### src/hdl/mvm_pkg.sv
// ----------------------------------------------------------------------------
// mvm_pkg
// Shared types and constants for the matrix-vector multiplier.
// ----------------------------------------------------------------------------
package mvm_pkg;

   localparam int MAX_SIZE_DEFAULT = 1024;
   localparam int QUEUE_DEPTH      = 4;

   localparam int VALUE_W    = 32;
   localparam int SUM_W      = 64;
   localparam int ROW_IDX_W  = 10;
   localparam int SIZE_W     = 11;
   localparam int CSR_DATA_W = 32;
   localparam int CSR_ADDR_W = 3;
   localparam int REQ_DATA_W = 32;
   localparam int RSP_DATA_W = 80;

   localparam logic [SIZE_W-1:0] SIZE_RESET = 11'd1024;

   // register index taken from paddr[2]
   localparam logic CSR_IDX_SIZE = 1'b0;

   localparam logic ACT_LOAD   = 1'b0;
   localparam logic ACT_MATRIX = 1'b1;

   // one matrix element with its vector operand, front to back
   typedef struct packed {
      logic [VALUE_W-1:0]   value;
      logic [VALUE_W-1:0]   vec;
      logic                 last_col;
      logic [ROW_IDX_W-1:0] row_index;
      logic                 last_row;
   } entry_type;

endpackage

### src/hdl/mvm_back.sv
// ----------------------------------------------------------------------------
// mvm_back
// Multiplies each matrix element by its vector operand, accumulates the row
// with saturation and holds the finished row sum in an output register.
// ----------------------------------------------------------------------------
module mvm_back (
   input  logic                            clock,
   input  logic                            reset,
   input  logic                            clear,
   input  logic                            head_valid,
   input  mvm_pkg::entry_type              head_entry,
   output logic                            pop,
   output logic                            rsp_tvalid,
   input  logic                            rsp_tready,
   output logic [mvm_pkg::SUM_W-1:0]       rsp_sum,
   output logic [mvm_pkg::ROW_IDX_W-1:0]   rsp_row,
   output logic                            rsp_tlast
);

   localparam int SW = mvm_pkg::SUM_W;

   logic signed [mvm_pkg::VALUE_W-1:0] mul_a, mul_b;
   logic signed [SW-1:0]               prod_in;

   logic                            m_valid_ff, m_valid_in;
   logic signed [SW-1:0]            m_prod_ff;
   logic                            m_last_col_ff;
   logic [mvm_pkg::ROW_IDX_W-1:0]   m_row_ff;
   logic                            m_last_row_ff;

   logic signed [SW-1:0]            acc_ff, acc_in;
   logic [SW-1:0]                   sum_raw, sum_sat;
   logic                            rsp_valid_ff, rsp_valid_in;
   logic [SW-1:0]                   rsp_sum_ff;
   logic [mvm_pkg::ROW_IDX_W-1:0]   rsp_row_ff;
   logic                            rsp_last_ff;

   logic out_free, m_fire, m_open, emit;

   assign out_free = !rsp_valid_ff || rsp_tready;
   assign m_fire   = m_valid_ff && (!m_last_col_ff || out_free);
   assign m_open   = !m_valid_ff || m_fire;
   assign pop      = head_valid && m_open;
   assign emit     = m_fire && m_last_col_ff;

   assign mul_a   = $signed(head_entry.value);
   assign mul_b   = $signed(head_entry.vec);
   assign prod_in = mul_a * mul_b;

   // saturate when both operands share a sign that the sum lost
   assign sum_raw = acc_ff + m_prod_ff;
   always_comb begin
      sum_sat = sum_raw;
      if ((acc_ff[SW-1] == m_prod_ff[SW-1]) && (sum_raw[SW-1] != acc_ff[SW-1])) begin
         sum_sat = acc_ff[SW-1] ? {1'b1, {(SW-1){1'b0}}} : {1'b0, {(SW-1){1'b1}}};
      end
   end

   always_comb begin
      m_valid_in = m_open ? head_valid : m_valid_ff;
      acc_in     = acc_ff;
      if (m_fire) begin
         acc_in = m_last_col_ff ? '0 : $signed(sum_sat);
      end
      if (clear) begin
         acc_in = '0;
      end
      rsp_valid_in = rsp_valid_ff;
      if (emit) begin
         rsp_valid_in = 1'b1;
      end else if (rsp_tready) begin
         rsp_valid_in = 1'b0;
      end
   end

   always_ff @(posedge clock) begin
      if (reset) begin
         m_valid_ff   <= 1'b0;
         acc_ff       <= '0;
         rsp_valid_ff <= 1'b0;
      end else begin
         m_valid_ff   <= m_valid_in;
         acc_ff       <= acc_in;
         rsp_valid_ff <= rsp_valid_in;
      end
   end

   always_ff @(posedge clock) begin
      if (pop) begin
         m_prod_ff     <= prod_in;
         m_last_col_ff <= head_entry.last_col;
         m_row_ff      <= head_entry.row_index;
         m_last_row_ff <= head_entry.last_row;
      end
      if (emit) begin
         rsp_sum_ff  <= sum_sat;
         rsp_row_ff  <= m_row_ff;
         rsp_last_ff <= m_last_row_ff;
      end
   end

   assign rsp_tvalid = rsp_valid_ff;
   assign rsp_sum    = rsp_sum_ff;
   assign rsp_row    = rsp_row_ff;
   assign rsp_tlast  = rsp_last_ff;

   a_acc_cleared: assert property (@(posedge clock) disable iff (reset)
      emit |=> acc_ff == '0)
      else $error("accumulator not cleared after row");

   a_rsp_from_row_end: assert property (@(posedge clock) disable iff (reset)
      $rose(rsp_valid_ff) |-> $past(emit))
      else $error("result raised without a finished row");

   a_last_row_ends_row: assert property (@(posedge clock) disable iff (reset)
      m_valid_ff && m_last_row_ff |-> m_last_col_ff)
      else $error("last row flagged on an inner column");

endmodule

### config.mk
export PLATFORM = sky130hd
export DESIGN_NAME = mvm_back
export DESIGN_NICKNAME = d
export VERILOG_FILES = /design/src/hdl/mvm_pkg.sv /design/src/hdl/mvm_back.sv
export SDC_FILE = /design/constraint.sdc
export NUM_CORES = 2
export LEC_CHECK = 0
export BUFFER_PORTS_ARGS = -buffer_cell sky130_fd_sc_hd__buf_2
export CAP_MARGIN = 0
export CORE_MARGIN = 2
export CORE_UTILIZATION = 55
export CTS_CLUSTER_DIAMETER = 30
export DETAILED_ROUTE_END_ITERATION = 8
export PLACE_DENSITY_LB_ADDON = 0.12
export SKIP_CTS_REPAIR_TIMING = 1
export SYNTH_ARGS = -nofsm -noshare
export SYNTH_HDL_FRONTEND = slang
export SYNTH_SLANG_ARGS = --single-unit
### constraint.sdc
create_clock -name clock -period 15.1 [get_ports clock]
set_input_delay 0.755 -clock clock [delete_from_list [all_inputs] [get_ports clock]]
set_output_delay 0.755 -clock clock [all_outputs]
set_load 0.03 [all_outputs]
==> results.py <==
metrics = {
    "detailed_routing": {
        "drcViolationCount": 0,
        "dr.pass1.iters": 6,
        "drt_wl_total_um": 124000,
        "dr_total_vias": 33700,
        "ant_nets": 0,
        "viasPerCell": 5.53,
        "dr.first_iter.drc_count": 2230,
        "post_drt_wl_per_cell_um": 20.4,
    },
    "placed_design": {
        "dpl.hpwl_um": 98600,
        "place_congestion": 0.939,
        "io_buffers": 157,
    },
    "yosys": {
        "syn_avg_cell_area_um2": 9.49,
        "synth_compound_area_share_pct": 7.87,
        "synth_edf_count": 151,
        "synth_top_area_share_pct": 45.5,
        "synthDistinctLibCells": 72,
        "seq_area_frac_synth_pct": 12.3,
        "synth_ff_type": "edfxtp_1",
        "yosys_warnings": 0,
        "synth_seq_cells": 217,
        "yosysMostFrequentCell": "fa_1",
        "yosys.area_share.adder_pct": 52.0,
        "synth_commonest_cells": "fa_1, inv_1, nand2_1",
        "synthMuxAreaShare_pct": 0.0841,
        "synth_top_area_cell": "fa_1",
        "syn_area_mm2": 0.0476,
        "async_flop_share_pct": 0,
        "synth-simple-area-share_pct": 15.4,
        "synth_xor_area_share_pct": 2.30,
        "synth_top_family_by_area": "adder cells",
        "synth.top_cells.by_area": "fa_1, edfxtp_1, inv_1",
        "syn-instance-count": 5019,
        "syn-num-nets": 6430,
    },
    "status": {
        "status": "completed",
    },
    "floorplanning": {
        "dieArea_mm2": 0.0890,
        "io_pins": 158,
        "die_w_um": 298,
        "rows": 107,
        "core_area_mm2": 0.0855,
        "start_util_pct": 55.7,
        "die_h_um": 298,
    },
    "sta": {
        "min_period_over_period_pct": 57.6,
        "final.min_clock_period_ps": 8700,
        "skew_ps": 17.1,
        "setup_viol": 0,
        "rsz0062_at_grt": "false",
        "hold_violations": 0,
        "maxSlewViolCount": 0,
        "tns_ps": 0,
        "slew_headroom_pct": 28.8,
        "fmax_mhz": 115,
        "hold_slack_ps": 401,
        "worst_slew_pin_slew_ps": 1060,
    },
    "worst_setup_path": {
        "r2r-end": "acc_ff[44]",
        "crit_type": "in -> reg",
        "arrival_ps": 8980,
        "cp-start-kind": "input pin",
        "cp_max_fo": 32,
        "worstPathRequired_ps": 15380,
        "reg2reg_from": "m_prod_ff[8]",
        "r2r_slack_ps": 9880,
        "rr_worst_depth": 11,
        "crit_path_end_kind": "register",
    },
    "cts": {
        "htreeDepth": 1,
        "root_buffer": "clkbuf_16",
        "path_clk_slew_ps": 70,
        "cts.sinks": 217,
        "cts_tree": "done",
        "numCtsBuffers": 23,
        "max-clock-path-buffers": 3,
        "clk_latency_ps": 530,
    },
    "worst_hold_path": {
        "min_to": "m_row_ff[7]",
        "hold_class": "in -> reg",
        "min_path_cells": 1,
        "hp-start": "head_entry[8]",
    },
    "layout": {
        "final_util_pct": 58.1,
        "diodes": 0,
        "synthToLayoutAreaGrowth_pct": 4.39,
        "drive_gt1_share_pct": 4.94,
        "nNetsFinal": 6355,
    },
    "job": {
        "maxCapViolations": 0,
    },
    "global_routing": {
        "use_met1_pct": 43.3,
        "grt_util_met2_pct": 45.0,
        "grt_pass1_wl_um": 204000,
        "met3_usage_pct": 6.04,
        "globalRouteOverflowTotal": 0,
        "grt_pass1_vias": 36300,
        "grt.busiest_layer": "met2",
        "antenna_found_initial": 5,
        "grt_start_max_net_pins": 77,
        "track_usage_pct": 29.1,
    },
}
stage by stage:
step / area (µm²) / cells / worst slack, ps
6_report: 49700 / 6104 / 6400
3_3_place_gp: 49000 / 6063 / 5980
4_1_cts: 49700 / 6104 / 6380
2_1_floorplan: 47600 / 5019 / 6870
3_5_place_dp: 49000 / 6063 / 5840
5_1_grt: 49700 / 6104 / 5840
final cells by class:
type	instances	area (µm²)
multi-input cells	3540	37100
clock inverters	15	159
repair buffers	171	891
flip-flops and latches	217	5860
inverters	991	3720
fillers	7628	35800
well taps	1144	1430
clock buffers	26	608
cells in the final DEF (no fill, tap or decap), types with 25 or more instances in the layout:
| master | n |
|---|---|
| a31oi_1 | 25 |
| dfxtp_1 | 66 |
| nor2_1 | 200 |
| edfxtp_1 | 151 |
| xnor2_1 | 87 |
| ha_1 | 247 |
| o21bai_1 | 27 |
| buf_2 | 157 |
| nand2_1 | 623 |
| fa_1 | 1083 |
| a21oi_1 | 187 |
| inv_1 | 990 |
| nand3_1 | 31 |
| a21o_1 | 84 |
| o21ai_0 | 118 |
| xor2_1 | 38 |
| and2_1 | 522 |
metal layers:
metal	wire, µm	vias to the layer above
li1	-	15100
met1	56900	17300
met2	55000	1234
met3	10600	147
met4	1910	4
met5	27	-
worst max-delay path, cell delays in order:
cell and delay, ps:
buf_2 530, nand2_1 250, inv_1 140, fa_1 390
inv_1 240, fa_1 460, inv_1 210, fa_1 490
fa_1 800, inv_1 370, fa_1 570, inv_1 50
fa_1 550, fa_1 430, fa_1 460, ha_1 370
a21o_1 210, a21o_1 170, a21oi_1 220, o21ai_0 130
a311oi_1 330, o2111ai_1 200, a31oi_1 300, o21ai_0 120
o21ai_0 100, xnor2_1 90
registers in the layout, indices dropped and copies added, names as in the netlist:
register,count
acc_ff,64
m_last_col_ff,1
m_last_row_ff,1
m_prod_ff,64
m_row_ff,10
m_valid_ff,1
rsp_row,10
rsp_sum,64
rsp_tlast,1
rsp_tvalid,1
worst max path at each step:
stage,from,endpoint,slack (ps),depth (start not counted)
finish,head_entry[17],m_prod_ff[63],6400,26
floorplan,head_entry[14],m_prod_ff[63],6870,26
CTS,head_entry[17],m_prod_ff[63],6380,27
detailed placement,head_entry[17],m_prod_ff[63],5840,27
global placement,head_entry[17],m_prod_ff[63],5980,26
global route,head_entry[17],m_prod_ff[63],5840,27
cell families after synthesis:
| family | count (synthesis) |
|---|---|
| simple gates | 1503 |
| fa+ha+maj | 1330 |
| buf+inv | 1262 |
| compound gates | 578 |
| flops | 217 |
| xor+xnor | 125 |
| mux | 4 |
Power is left out: the tool's default activity adds up to more than one toggle a clock period on the data nets, which glitch-free logic cannot reach.
