## config.mk

```make
export PLATFORM = sky130hd
export DESIGN_NAME = mvm_queue
export DESIGN_NICKNAME = d
export VERILOG_FILES = /design/src/hdl/mvm_pkg.sv /design/src/hdl/mvm_queue.sv
export SDC_FILE = /design/constraint.sdc
export NUM_CORES = 1
export LEC_CHECK = 0
export BUFFER_PORTS_ARGS = -buffer_cell sky130_fd_sc_hd__clkbuf_2
export CORE_ASPECT_RATIO = 1.1
export CORE_MARGIN = 2
export CORE_UTILIZATION = 51
export DETAILED_ROUTE_END_ITERATION = 7
export PLACE_DENSITY_LB_ADDON = 0.08
export SLEW_MARGIN = 20
export SYNTH_ARGS = -nofsm -noshare
export SYNTH_HDL_FRONTEND = slang
export SYNTH_SLANG_ARGS = --single-unit
```

## constraint.sdc

```tcl
create_clock -name clock -period 2.5 [get_ports clock]
set_input_delay 0.25 -clock clock [delete_from_list [all_inputs] [get_ports clock]]
set_output_delay 0.25 -clock clock [all_outputs]
set_load 0.1 [all_outputs]
```

## src/hdl/mvm_pkg.sv

```systemverilog
// ----------------------------------------------------------------------------
// mvm_pkg
// Shared types and constants for the matrix-vector multiplier.
// ----------------------------------------------------------------------------
package mvm_pkg;

   localparam int MAX_SIZE_DEFAULT = 1024;
   localparam int QUEUE_DEPTH      = 4;

   localparam int VALUE_W    = 32;
   localparam int SUM_W      = 64;
   localparam int ROW_IDX_W  = 10;
   localparam int SIZE_W     = 11;
   localparam int CSR_DATA_W = 32;
   localparam int CSR_ADDR_W = 3;
   localparam int REQ_DATA_W = 32;
   localparam int RSP_DATA_W = 80;

   localparam logic [SIZE_W-1:0] SIZE_RESET = 11'd1024;

   // register index taken from paddr[2]
   localparam logic CSR_IDX_SIZE = 1'b0;

   localparam logic ACT_LOAD   = 1'b0;
   localparam logic ACT_MATRIX = 1'b1;

   // one matrix element with its vector operand, front to back
   typedef struct packed {
      logic [VALUE_W-1:0]   value;
      logic [VALUE_W-1:0]   vec;
      logic                 last_col;
      logic [ROW_IDX_W-1:0] row_index;
      logic                 last_row;
   } entry_type;

endpackage

```

## src/hdl/mvm_queue.sv

```systemverilog
// ----------------------------------------------------------------------------
// mvm_queue
// Short register FIFO that decouples the fetch front from the MAC back.
// ----------------------------------------------------------------------------
module mvm_queue (
   input  logic                 clock,
   input  logic                 reset,
   input  logic                 push,
   input  mvm_pkg::entry_type   push_entry,
   input  logic                 pop,
   output logic                 head_valid,
   output mvm_pkg::entry_type   head_entry,
   output logic [$clog2(mvm_pkg::QUEUE_DEPTH+1)-1:0] count
);

   localparam int DEPTH = mvm_pkg::QUEUE_DEPTH;
   localparam int PW    = $clog2(DEPTH);
   localparam int CW    = $clog2(DEPTH + 1);

   mvm_pkg::entry_type slot_ff [DEPTH];
   logic [PW-1:0] wptr_ff, wptr_in;
   logic [PW-1:0] rptr_ff, rptr_in;
   logic [CW-1:0] count_ff, count_in;

   always_comb begin
      wptr_in  = wptr_ff;
      rptr_in  = rptr_ff;
      count_in = count_ff;
      if (push) begin
         wptr_in = (wptr_ff == PW'(DEPTH - 1)) ? '0 : wptr_ff + 1'b1;
      end
      if (pop) begin
         rptr_in = (rptr_ff == PW'(DEPTH - 1)) ? '0 : rptr_ff + 1'b1;
      end
      if (push && !pop) begin
         count_in = count_ff + 1'b1;
      end else if (pop && !push) begin
         count_in = count_ff - 1'b1;
      end
   end

   always_ff @(posedge clock) begin
      if (reset) begin
         wptr_ff  <= '0;
         rptr_ff  <= '0;
         count_ff <= '0;
      end else begin
         wptr_ff  <= wptr_in;
         rptr_ff  <= rptr_in;
         count_ff <= count_in;
      end
   end

   always_ff @(posedge clock) begin
      if (push) begin
         slot_ff[wptr_ff] <= push_entry;
      end
   end

   assign head_valid = (count_ff != '0);
   assign head_entry = slot_ff[rptr_ff];
   assign count      = count_ff;

   a_no_overflow: assert property (@(posedge clock) disable iff (reset)
      push && !pop |-> count_ff < CW'(DEPTH))
      else $error("queue overflow");

   a_no_underflow: assert property (@(posedge clock) disable iff (reset)
      pop |-> count_ff != '0)
      else $error("queue underflow");

   a_empty_ptrs: assert property (@(posedge clock) disable iff (reset)
      count_ff == '0 |-> wptr_ff == rptr_ff)
      else $error("queue pointers disagree with empty count");

endmodule

```

==> results of run 1 <==
stage by stage:
| stage | instances | utilization | hold slack (ns) | area, um^2 |
|---|---|---|---|---|
| 6_report | 1033 | 0.658 | 0.0461 | 14500 |
| 5_1_grt | 1033 | 0.658 | 0.0720 | 14500 |
| 4_1_cts | 1032 | 0.657 | 0.0279 | 14500 |
| 3_5_place_dp | 896 | 0.577 | 0.469 | 12700 |
| 3_3_place_gp | 896 | 0.577 | 0.462 | 12700 |
| 2_1_floorplan | 440 | - | 0.319 | 11400 |
cell type report:
class	count	area (um^2)	area share
flip-flops and latches	313	9320	0.643
multi-input cells	106	1960	0.135
repair buffers	258	1870	0.129
clock buffers	35	791	0.0546
well taps	295	369	0.0255
clock inverters	22	169	0.0117
inverters	4	15.0	0.00104
state kept, by name, indices dropped and copies added (netlist names), named ones only:
register and flops:
rptr_ff 2, count 3, wptr_ff 2, slot_ff 304
critical path, stage by stage (launching register included):
cell,delay (ns)
dfxtp_4,0.45
buf_4,0.23
mux4_2,0.54
clkbuf_2,0.39
cells in the mapped netlist:
cell type	number	share of area
mux4_2	76	0.15
nor2_1	7	0.0023
or3_1	2	0.0011
buf_1	3	0.00098
nor3b_1	1	0.00066
and2_1	4	0.0022
buf_4	3	0.0020
buf_12	5	0.0087
fa_1	1	0.0017
inv_1	4	0.0013
edfxtp_1	304	0.80
o21ai_0	1	0.00044
buf_6	1	0.00098
mux2i_1	4	0.0035
dfxtp_1	9	0.016
buf_2	5	0.0022
ha_1	6	0.0066
a21oi_1	2	0.00087
xor2_1	2	0.0015
routing by layer:
metal	part of all wire	routed length (um)
met1	0.40	8720
met4	0.017	357
met5	0.00051	11
met3	0.051	1110
met2	0.53	11400
power groups by stage:
stage                     Clock, uW  Sequential, uW  Combinational, uW
after floorplan                   0            6230               1770
after global placement            0            6190               2220
after detailed placement          0            6200               2230
after CTS                      4410            6090               2360
after global routing           4630            6100               2430
final                          4310            6080               2340
worst max-delay path by stage:
stage               startpoint        endpoint  slack [ns]  depth (start not counted)
floorplan             count[0]      head_valid        0.43                          1
global placement     flip-flop  head_entry[34]        0.47                          3
detailed placement   flip-flop  head_entry[66]        0.46                          3
CTS                  flip-flop  head_entry[74]        0.03                          3
global route         flip-flop  head_entry[68]      0.0003                          3
finish               flip-flop  head_entry[74]        0.09                          3
cell families (layout without fill, tap and decap cells):
family,after synthesis,in the layout,synth area share
flip-flops,313,313,0.813
AND/OR/NAND/NOR,14,14,0.00623
AO/OA/AOI/OAI,3,3,0.00131
adder cells (fa/ha/maj),7,7,0.00831
XOR/XNOR,2,2,0.00153
multiplexers,80,80,0.153
buffers and inverters,21,319,0.0162
repair_timing:
action                                 CTS  global route
hold buffers                            77             0
endpoints found under the hold margin  313             0
gates resized for setup                  9            12
setup endpoints to repair               64            17
setup buffers                            2             1
==> flow_summary.yaml, run 1 <==
critical_path:
  worst-setup-path-type: "reg -> out"
  timing.critical_path.fanout_max: 8
  setup.worst_path.end_class: "output pin"
  cp.arrival_ns: 2.16
  crit_path_start_kind: "flip-flop"
  reg2reg_setup_slack_ns: 0.78
  r2r.worst_path.cells: 3
  reg2reg_to: "slot_ff[3][47]"
  timing.rr.start: "wptr_ff[0]"
  cp.required_ns: 2.25
sta:
  relSlewSlack: 0.622
  slew_at_the_pin_closest_to_its_max_slew_limit_ns: 0.569
  tns_ns: 0
  timing.final.ws_setup_ns: 0.0916
  setup_viol: 0
  grt_setup_unrepaired: "false"
  final_hold_viol_count: 0
  final.min_clock_period_ns: 2.41
  final_period_util: 0.963
  clock_skews_ns: 0.00796
  timing.fmax_ghz: 0.415
  timing.final.max_slew_violations: 0
min_path:
  destination_of_the_worst_hold_path: "rptr_ff[1]"
  timing.hold.worst.class: "in -> reg"
  hold_depth: 3
  holdCritStartpoint: "pop"
clock_network:
  cts_tree: "yes"
  cts_made_buffers: 31
  htree_num_levels: 1
  clkLatencyLatePin_ns: 0.53
  number_of_clock_sinks: 313
  max-clock-path-buffers: 3
  cts.reportedPaths.clkPinSlew_ns: 0.06
  cts-root-buf: "clkbuf_16"
power:
  power.net_switching_uw: 3690
  cellPowerDensity_mw_per_mm2: 879
  power.internal_uw: 9040
  vdd.ir_drop.worst_v: 0.000606
  swShare: 0.290
  p_comb_frac: 0.184
  power.total_uw: 12700
  sequentialPowerShare: 0.478
  p_leak_uw: 0.00502
  p_clk_frac: 0.339
floorplanning:
  boundaryPins: 160
  floorplan.initialDensity: 0.519
  die-area_mm2: 0.0237
  die_w_um: 147
  num_rows: 57
  core_area_mm2: 0.0220
  dieHeight_um: 161
detailed_routing:
  dr.first_iter.drc_count: 281
  wirelength_mm: 21.6
  wire_per_inst_um: 20.9
  first_pass_iters: 4
  post_route_drc_violation_count: 0
  dr_total_vias: 5471
  drt.antenna.violating_nets: 0
  post_drt_via_cell_ratio: 5.30
global_routing:
  grt-ovfl-total: 0
  use_met3: 0.0353
  grt_pass1_wl_mm: 33.5
  use_met1: 0.236
  busiest_layer: "met2"
  globalRouteTotalUtil: 0.185
  first_global_vias: 6137
  grtUsageMet2: 0.332
  grt_max_degree: 31
  antenna_found_initial: 1
synth:
  count_of_warnings_emitted_by_yosys: 0
  seq_area_frac_synth: 0.813
  postSynthAreaPerCell_um2: 26.0
  synthDistinctLibCells: 19
  number_of_synthesized_register_bits: 313
  postSynthCellCount: 440
  postSynthNetCount: 527
  synth.cell_area_mm2: 0.0114
cells_and_area:
  syn2layout_area_growth_pct: 26.6
  final_common_cell: "edfxtp_1"
  insertedDiodeCount: 0
  layout_common_cells: "edfxtp_1 (304), clkbuf_2 (138), dlygate4sd3_1 (77)"
  nNetsFinal: 801
  number_of_filler_instances_in_the_final_layout: 1472
  post_route_cells_drive_above_1_share: 0.416
place:
  routabilityCongestion: 0.686
  port_buffers: 159
  dp.final_hpwl_mm: 13.0
  dp_slack_ns: 0.459
outcome:
  outcome: "complete, no violations"
job:
  max_cap_violations: 0
(Power assumes the default switching activity.)
==> run 2, diff against run 1 <==
CTS_BUF_LIST = sky130_fd_sc_hd__clkbuf_16   (was unset)
==> run 2 against run 1 <==
Net effect: sequential power hardly changed; routed wire length up 0.20%; die area stayed put; hold slack is essentially flat; total power fell by 0.12%; utilization stayed put; sequential share of layout area stayed put; critical path depth unchanged; clock power is essentially flat; critical path type unchanged; critical endpoint is now head_entry[32].
==> flow_summary.yaml, run 2 (same netlist as run 1, synthesis figures left out) <==
sta:
  relSlewSlack: 0.622
  final_period_util: 0.964
  final_hold_viol_count: 0
  final.min_clock_period_ns: 2.41
  post_route_hold_slack_ns: 0.0466
  tns_ns: 0
  timing.final.max_slew_violations: 0
  setup_viol: 0
  timing.fmax_ghz: 0.415
  clock_skews_ns: 0.00822
  grt_setup_unrepaired: "false"
  timing.final.ws_setup_ns: 0.0891
  slew_at_the_pin_closest_to_its_max_slew_limit_ns: 0.569
global_routing:
  grt_pass1_wl_mm: 33.5
  first_global_vias: 6135
  grtUsageMet2: 0.332
  globalRouteTotalUtil: 0.185
  use_met1: 0.236
  grt_max_degree: 31
  use_met3: 0.0353
  antenna_found_initial: 1
  grt-ovfl-total: 0
  busiest_layer: "met2"
clock_network:
  cts.reportedPaths.clkPinSlew_ns: 0.06
  clkLatencyLatePin_ns: 0.54
  cts-root-buf: "clkbuf_16"
  max-clock-path-buffers: 3
  htree_num_levels: 1
  cts_tree: "yes"
  cts_made_buffers: 31
  number_of_clock_sinks: 313
cells_and_area:
  layout_common_cells: "edfxtp_1 (304), clkbuf_2 (138), dlygate4sd3_1 (77)"
  max_reg_flops: 304
  post_route_cells_drive_above_1_share: 0.416
  syn2layout_area_growth_pct: 26.6
  insertedDiodeCount: 0
  final_common_cell: "edfxtp_1"
  number_of_filler_instances_in_the_final_layout: 1472
  nNetsFinal: 801
  layout.core_utilization: 0.658
  largest-register: "slot_ff"
critical_path:
  crit_path_start_kind: "flip-flop"
  worst-setup-path-type: "reg -> out"
  setup.worst_path.end_class: "output pin"
  cp.required_ns: 2.25
  cp.arrival_ns: 2.16
  worst_path_max_delay_cell: "mux4_2"
  critical_path.cell_chain: "buf_12 -> mux4_2 -> clkbuf_2"
  timing.critical_path.fanout_max: 23
  critical_path.max_stage_delay_ns: 0.52
outcome:
  outcome: "complete, no violations"
place:
  routabilityCongestion: 0.686
  port_buffers: 159
  dp.final_hpwl_mm: 13.0
  dp_slack_ns: 0.459
floorplanning:
  die_w_um: 147
  floorplan.initialDensity: 0.519
  num_rows: 57
  boundaryPins: 160
  core_area_mm2: 0.0220
  die-area_mm2: 0.0237
  dieHeight_um: 161
power:
  power.total_uw: 12700
  cellPowerDensity_mw_per_mm2: 878
  vdd.ir_drop.worst_v: 0.000606
  p_leak_uw: 0.00504
detailed_routing:
  post_drt_via_cell_ratio: 5.30
  dr.first_iter.drc_count: 267
  dr_total_vias: 5473
  first_pass_iters: 4
  wire_per_inst_um: 20.9
  post_route_drc_violation_count: 0
  wirelength_mm: 21.6
  drt.antenna.violating_nets: 0
min_path:
  timing.hold.worst.class: "in -> reg"
job:
  max_cap_violations: 0
==> run 2: cell types whose count changed in the layout (fill, tap and decap cells not counted) <==
cell      previous run  this run
inv_1                4         8
clkbuf_1             4         0
==> run 2: what timing repair did <==
item | in CTS | in global routing
hold buffers | 77 | 0
pin swaps | 0 | 0
setup endpoints to repair | 64 | 17
gates resized for setup | 9 | 12
buffers inserted | 2 | 1
hold endpoints to repair | 313 | 0
==> run 2: critical path, delay by kind of cell (launching register included) <==
family | cells | cell delay [ns]
buf+inv | 2 | 0.63
mux | 1 | 0.52
flops | 1 | 0.45
==> run 2: area by class of cell <==
type / instances / area [um^2] / share of cell area
Tap cell: 295 / 369 / 0.0255
Clock buffer: 31 / 776 / 0.0535
Multi-Input combinational cell: 106 / 1960 / 0.135
Timing Repair Buffer: 258 / 1870 / 0.129
Clock inverter: 26 / 184 / 0.0127
Sequential cell: 313 / 9320 / 0.643
Inverter: 4 / 15.0 / 0.00104
==> run 2: worst paths after layout <==
kind                            slack, ns              to  depth (start not counted)        from
worst max-delay path                 0.09  head_entry[32]                          3   flip-flop
worst max register to register       0.78  slot_ff[3][59]                          3  wptr_ff[0]
worst min-delay path                 0.05      rptr_ff[1]                          3         pop
worst min register to register       0.52        count[2]                          2    count[2]
==> run 2: layer usage <==
layer  wire length [um]  share of wire
met1               8760           0.41
met2              11400           0.53
met3               1090          0.050
met4                357          0.017
met5                 11        0.00051
==> run 2: metrics by stage <==
step	std cells	instance area, um^2
after floorplan	440	11400
after global routing	1033	14500
after global placement	896	12700
final	1033	14500
after detailed placement	896	12700
after CTS	1032	14500
==> run 2: power breakdown <==
group	internal, uW	total [uW]	switching (uW)
clock	2460	4300	1840
combinational	556	2340	1780
sequential	6010	6080	74.1
==> run 3, diff against run 2 <==
CTS_CLUSTER_SIZE = 20   (was unset)
GPL_TIMING_DRIVEN = 0   (was unset)
SKIP_CTS_REPAIR_TIMING = 1   (was unset)
==> run 3 against run 2 <==
Net effect: cell area up 0.14%; critical endpoint is now head_entry[17]; non-clock buffer count down 1; total power down 1.5%; combinational power about the same; die area unchanged; sequential power about the same; maximum frequency up 0.61%; first-iteration DRC count down 6.0%; register-to-register slack worse by 0.13 ns; clock-buffer cell count unchanged; clock skew up 0.0014 ns; hold slack better by 0.025 ns.
==> flow_summary.yaml, run 3 (same netlist as run 1, synthesis figures left out) <==
outcome:
  outcome: "complete, no violations"
global_routing:
  antenna_found_initial: 0
  grtUsageMet2: 0.305
  globalRouteTotalUtil: 0.169
  use_met3: 0.0376
  first_global_vias: 5487
  grt_pass1_wl_mm: 30.4
  grt-ovfl-total: 0
  use_met1: 0.205
  grt_max_degree: 43
  busiest_layer: "met2"
power:
  cellPowerDensity_mw_per_mm2: 863
  power.total_uw: 12500
  p_comb_frac: 0.190
  vdd.ir_drop.worst_v: 0.000628
  sequentialPowerShare: 0.484
  power.internal_uw: 8920
  power.net_switching_uw: 3610
  p_leak_uw: 0.00504
  p_clk_frac: 0.326
  swShare: 0.288
cells_and_area:
  finalNonFillerCells: 1030
  max_reg_flops: 304
  number_of_filler_instances_in_the_final_layout: 1461
  insertedDiodeCount: 0
  design_area_mm2: 0.0145
  largest-register: "slot_ff"
  final_common_cell: "edfxtp_1"
  post_route_cells_drive_above_1_share: 0.405
  nNetsFinal: 799
  layout_common_cells: "edfxtp_1 (304), clkbuf_2 (117), dlygate4sd3_1 (77)"
  syn2layout_area_growth_pct: 26.8
clock_network:
  number_of_clock_sinks: 313
  cts_made_buffers: 30
  clkLatencyLatePin_ns: 0.54
  max-clock-path-buffers: 3
  cts-root-buf: "clkbuf_16"
  cts_tree: "yes"
  cts.reportedPaths.clkPinSlew_ns: 0.06
  htree_num_levels: 1
critical_path:
  timing.critical_path.fanout_max: 10
  worst_path_max_delay_cell: "mux4_2"
  cp.arrival_ns: 2.15
  critical_path.max_stage_delay_ns: 0.54
  r2r.worst_path.cells: 3
  setup.worst_path.end_class: "output pin"
  cp.buffers_inverters: 3
  critical_path.cell_chain: "buf_6 -> buf_4 -> mux4_2 -> clkbuf_2"
  worst-setup-path-type: "reg -> out"
  timing.rr.start: "wptr_ff[0]"
  cpLargestDelayFamily: "buffers and inverters"
  reg2reg_to: "slot_ff[3][38]"
  levels_on_crit_path: 4
  reg2reg_setup_slack_ns: 0.65
  endpoint: "head_entry[17]"
  crit_path_start_kind: "flip-flop"
  cp.required_ns: 2.25
floorplanning:
  die-area_mm2: 0.0237
  num_rows: 57
  core_area_mm2: 0.0220
  boundaryPins: 160
  dieHeight_um: 161
  floorplan.initialDensity: 0.519
  die_w_um: 147
sta:
  final.min_clock_period_ns: 2.40
  relSlewSlack: 0.547
  timing.final.max_slew_violations: 0
  slew_at_the_pin_closest_to_its_max_slew_limit_ns: 0.679
  setup_viol: 0
  tns_ns: 0
  final_hold_viol_count: 0
  timing.fmax_ghz: 0.417
  clock_skews_ns: 0.00959
  grt_setup_unrepaired: "false"
  final_period_util: 0.959
min_path:
  timing.hold.worst.class: "in -> reg"
  holdCritStartpoint: "pop"
place:
  placed_instances: 898
  dp.final_hpwl_mm: 12.0
  detailed_place.area_mm2: 0.0127
  port_buffers: 159
  routabilityCongestion: 0.728
detailed_routing:
  dr_total_vias: 5345
  drt.antenna.violating_nets: 0
  post_route_drc_violation_count: 0
  wirelength_mm: 20.1
  first_pass_iters: 4
  dr.first_iter.drc_count: 251
  wire_per_inst_um: 19.5
  post_drt_via_cell_ratio: 5.19
job:
  max_cap_violations: 0
[run 3: changes by cell type in the layout (fill, tap and decap cells not counted), moves of 3 or more]
cell,delta
buf_4,-9
buf_2,-7
inv_1,+3
buf_12,-3
clkbuf_4,+36
clkbuf_2,-21
buf_16,+3
[run 3: worst min path at each step]
stage	endpoint	slack (ns)	cells past startpoint
after floorplan	count[2]	0.32	1
after global placement	slot_ff[0][75]	0.46	1
after detailed placement	slot_ff[3][57]	0.47	1
after CTS	slot_ff[0][55]	-0.11	1
after global routing	rptr_ff[1]	0.09	3
final	rptr_ff[1]	0.07	3
[run 3: final cells by class]
cell class | instances | area [um^2] | share of cell area
Timing Repair Buffer | 240 | 1770 | 0.122
Clock inverter | 24 | 126 | 0.00871
Tap cell | 295 | 369 | 0.0254
Sequential cell | 313 | 9310 | 0.641
Inverter | 4 | 15.0 | 0.00103
Multi-Input combinational cell | 106 | 1960 | 0.135
Buffer | 17 | 186 | 0.0128
Clock buffer | 31 | 776 | 0.0535
[run 3: power by group through the flow]
stage / Combinational (uW) / Sequential (uW) / Clock, uW
2_1_floorplan: 1770 / 6230 / 0
3_3_place_gp: 2210 / 6180 / 0
3_5_place_dp: 2260 / 6180 / 0
4_1_cts: 2260 / 6070 / 4210
5_1_grt: 2470 / 6080 / 4410
6_report: 2370 / 6070 / 4090
[run 3: metal layers]
| layer | vias up | wire (um) |
|---|---|---|
| met5 | - | 0 |
| met4 | 0 | 481 |
| met3 | 31 | 948 |
| met2 | 126 | 10600 |
| met1 | 2755 | 8040 |
| li1 | 2433 | - |
[run 3: metrics by stage]
stage / setup WS (ns) / hold WS [ns] / utilization
global route: 0.000810 / 0.0876 / 0.658
CTS: -0.132 / -0.107 / 0.618
floorplan: 0.435 / 0.319 / -
global placement: -0.205 / 0.461 / 0.572
detailed placement: 0.442 / 0.470 / 0.577
finish: 0.104 / 0.0716 / 0.658
[run 3: worst register-to-register path, cell delays in order (launching register included)]
cell and delay, ns:
dfxtp_1 0.40, ha_1 0.19, and2_4 0.60, buf_16 0.32
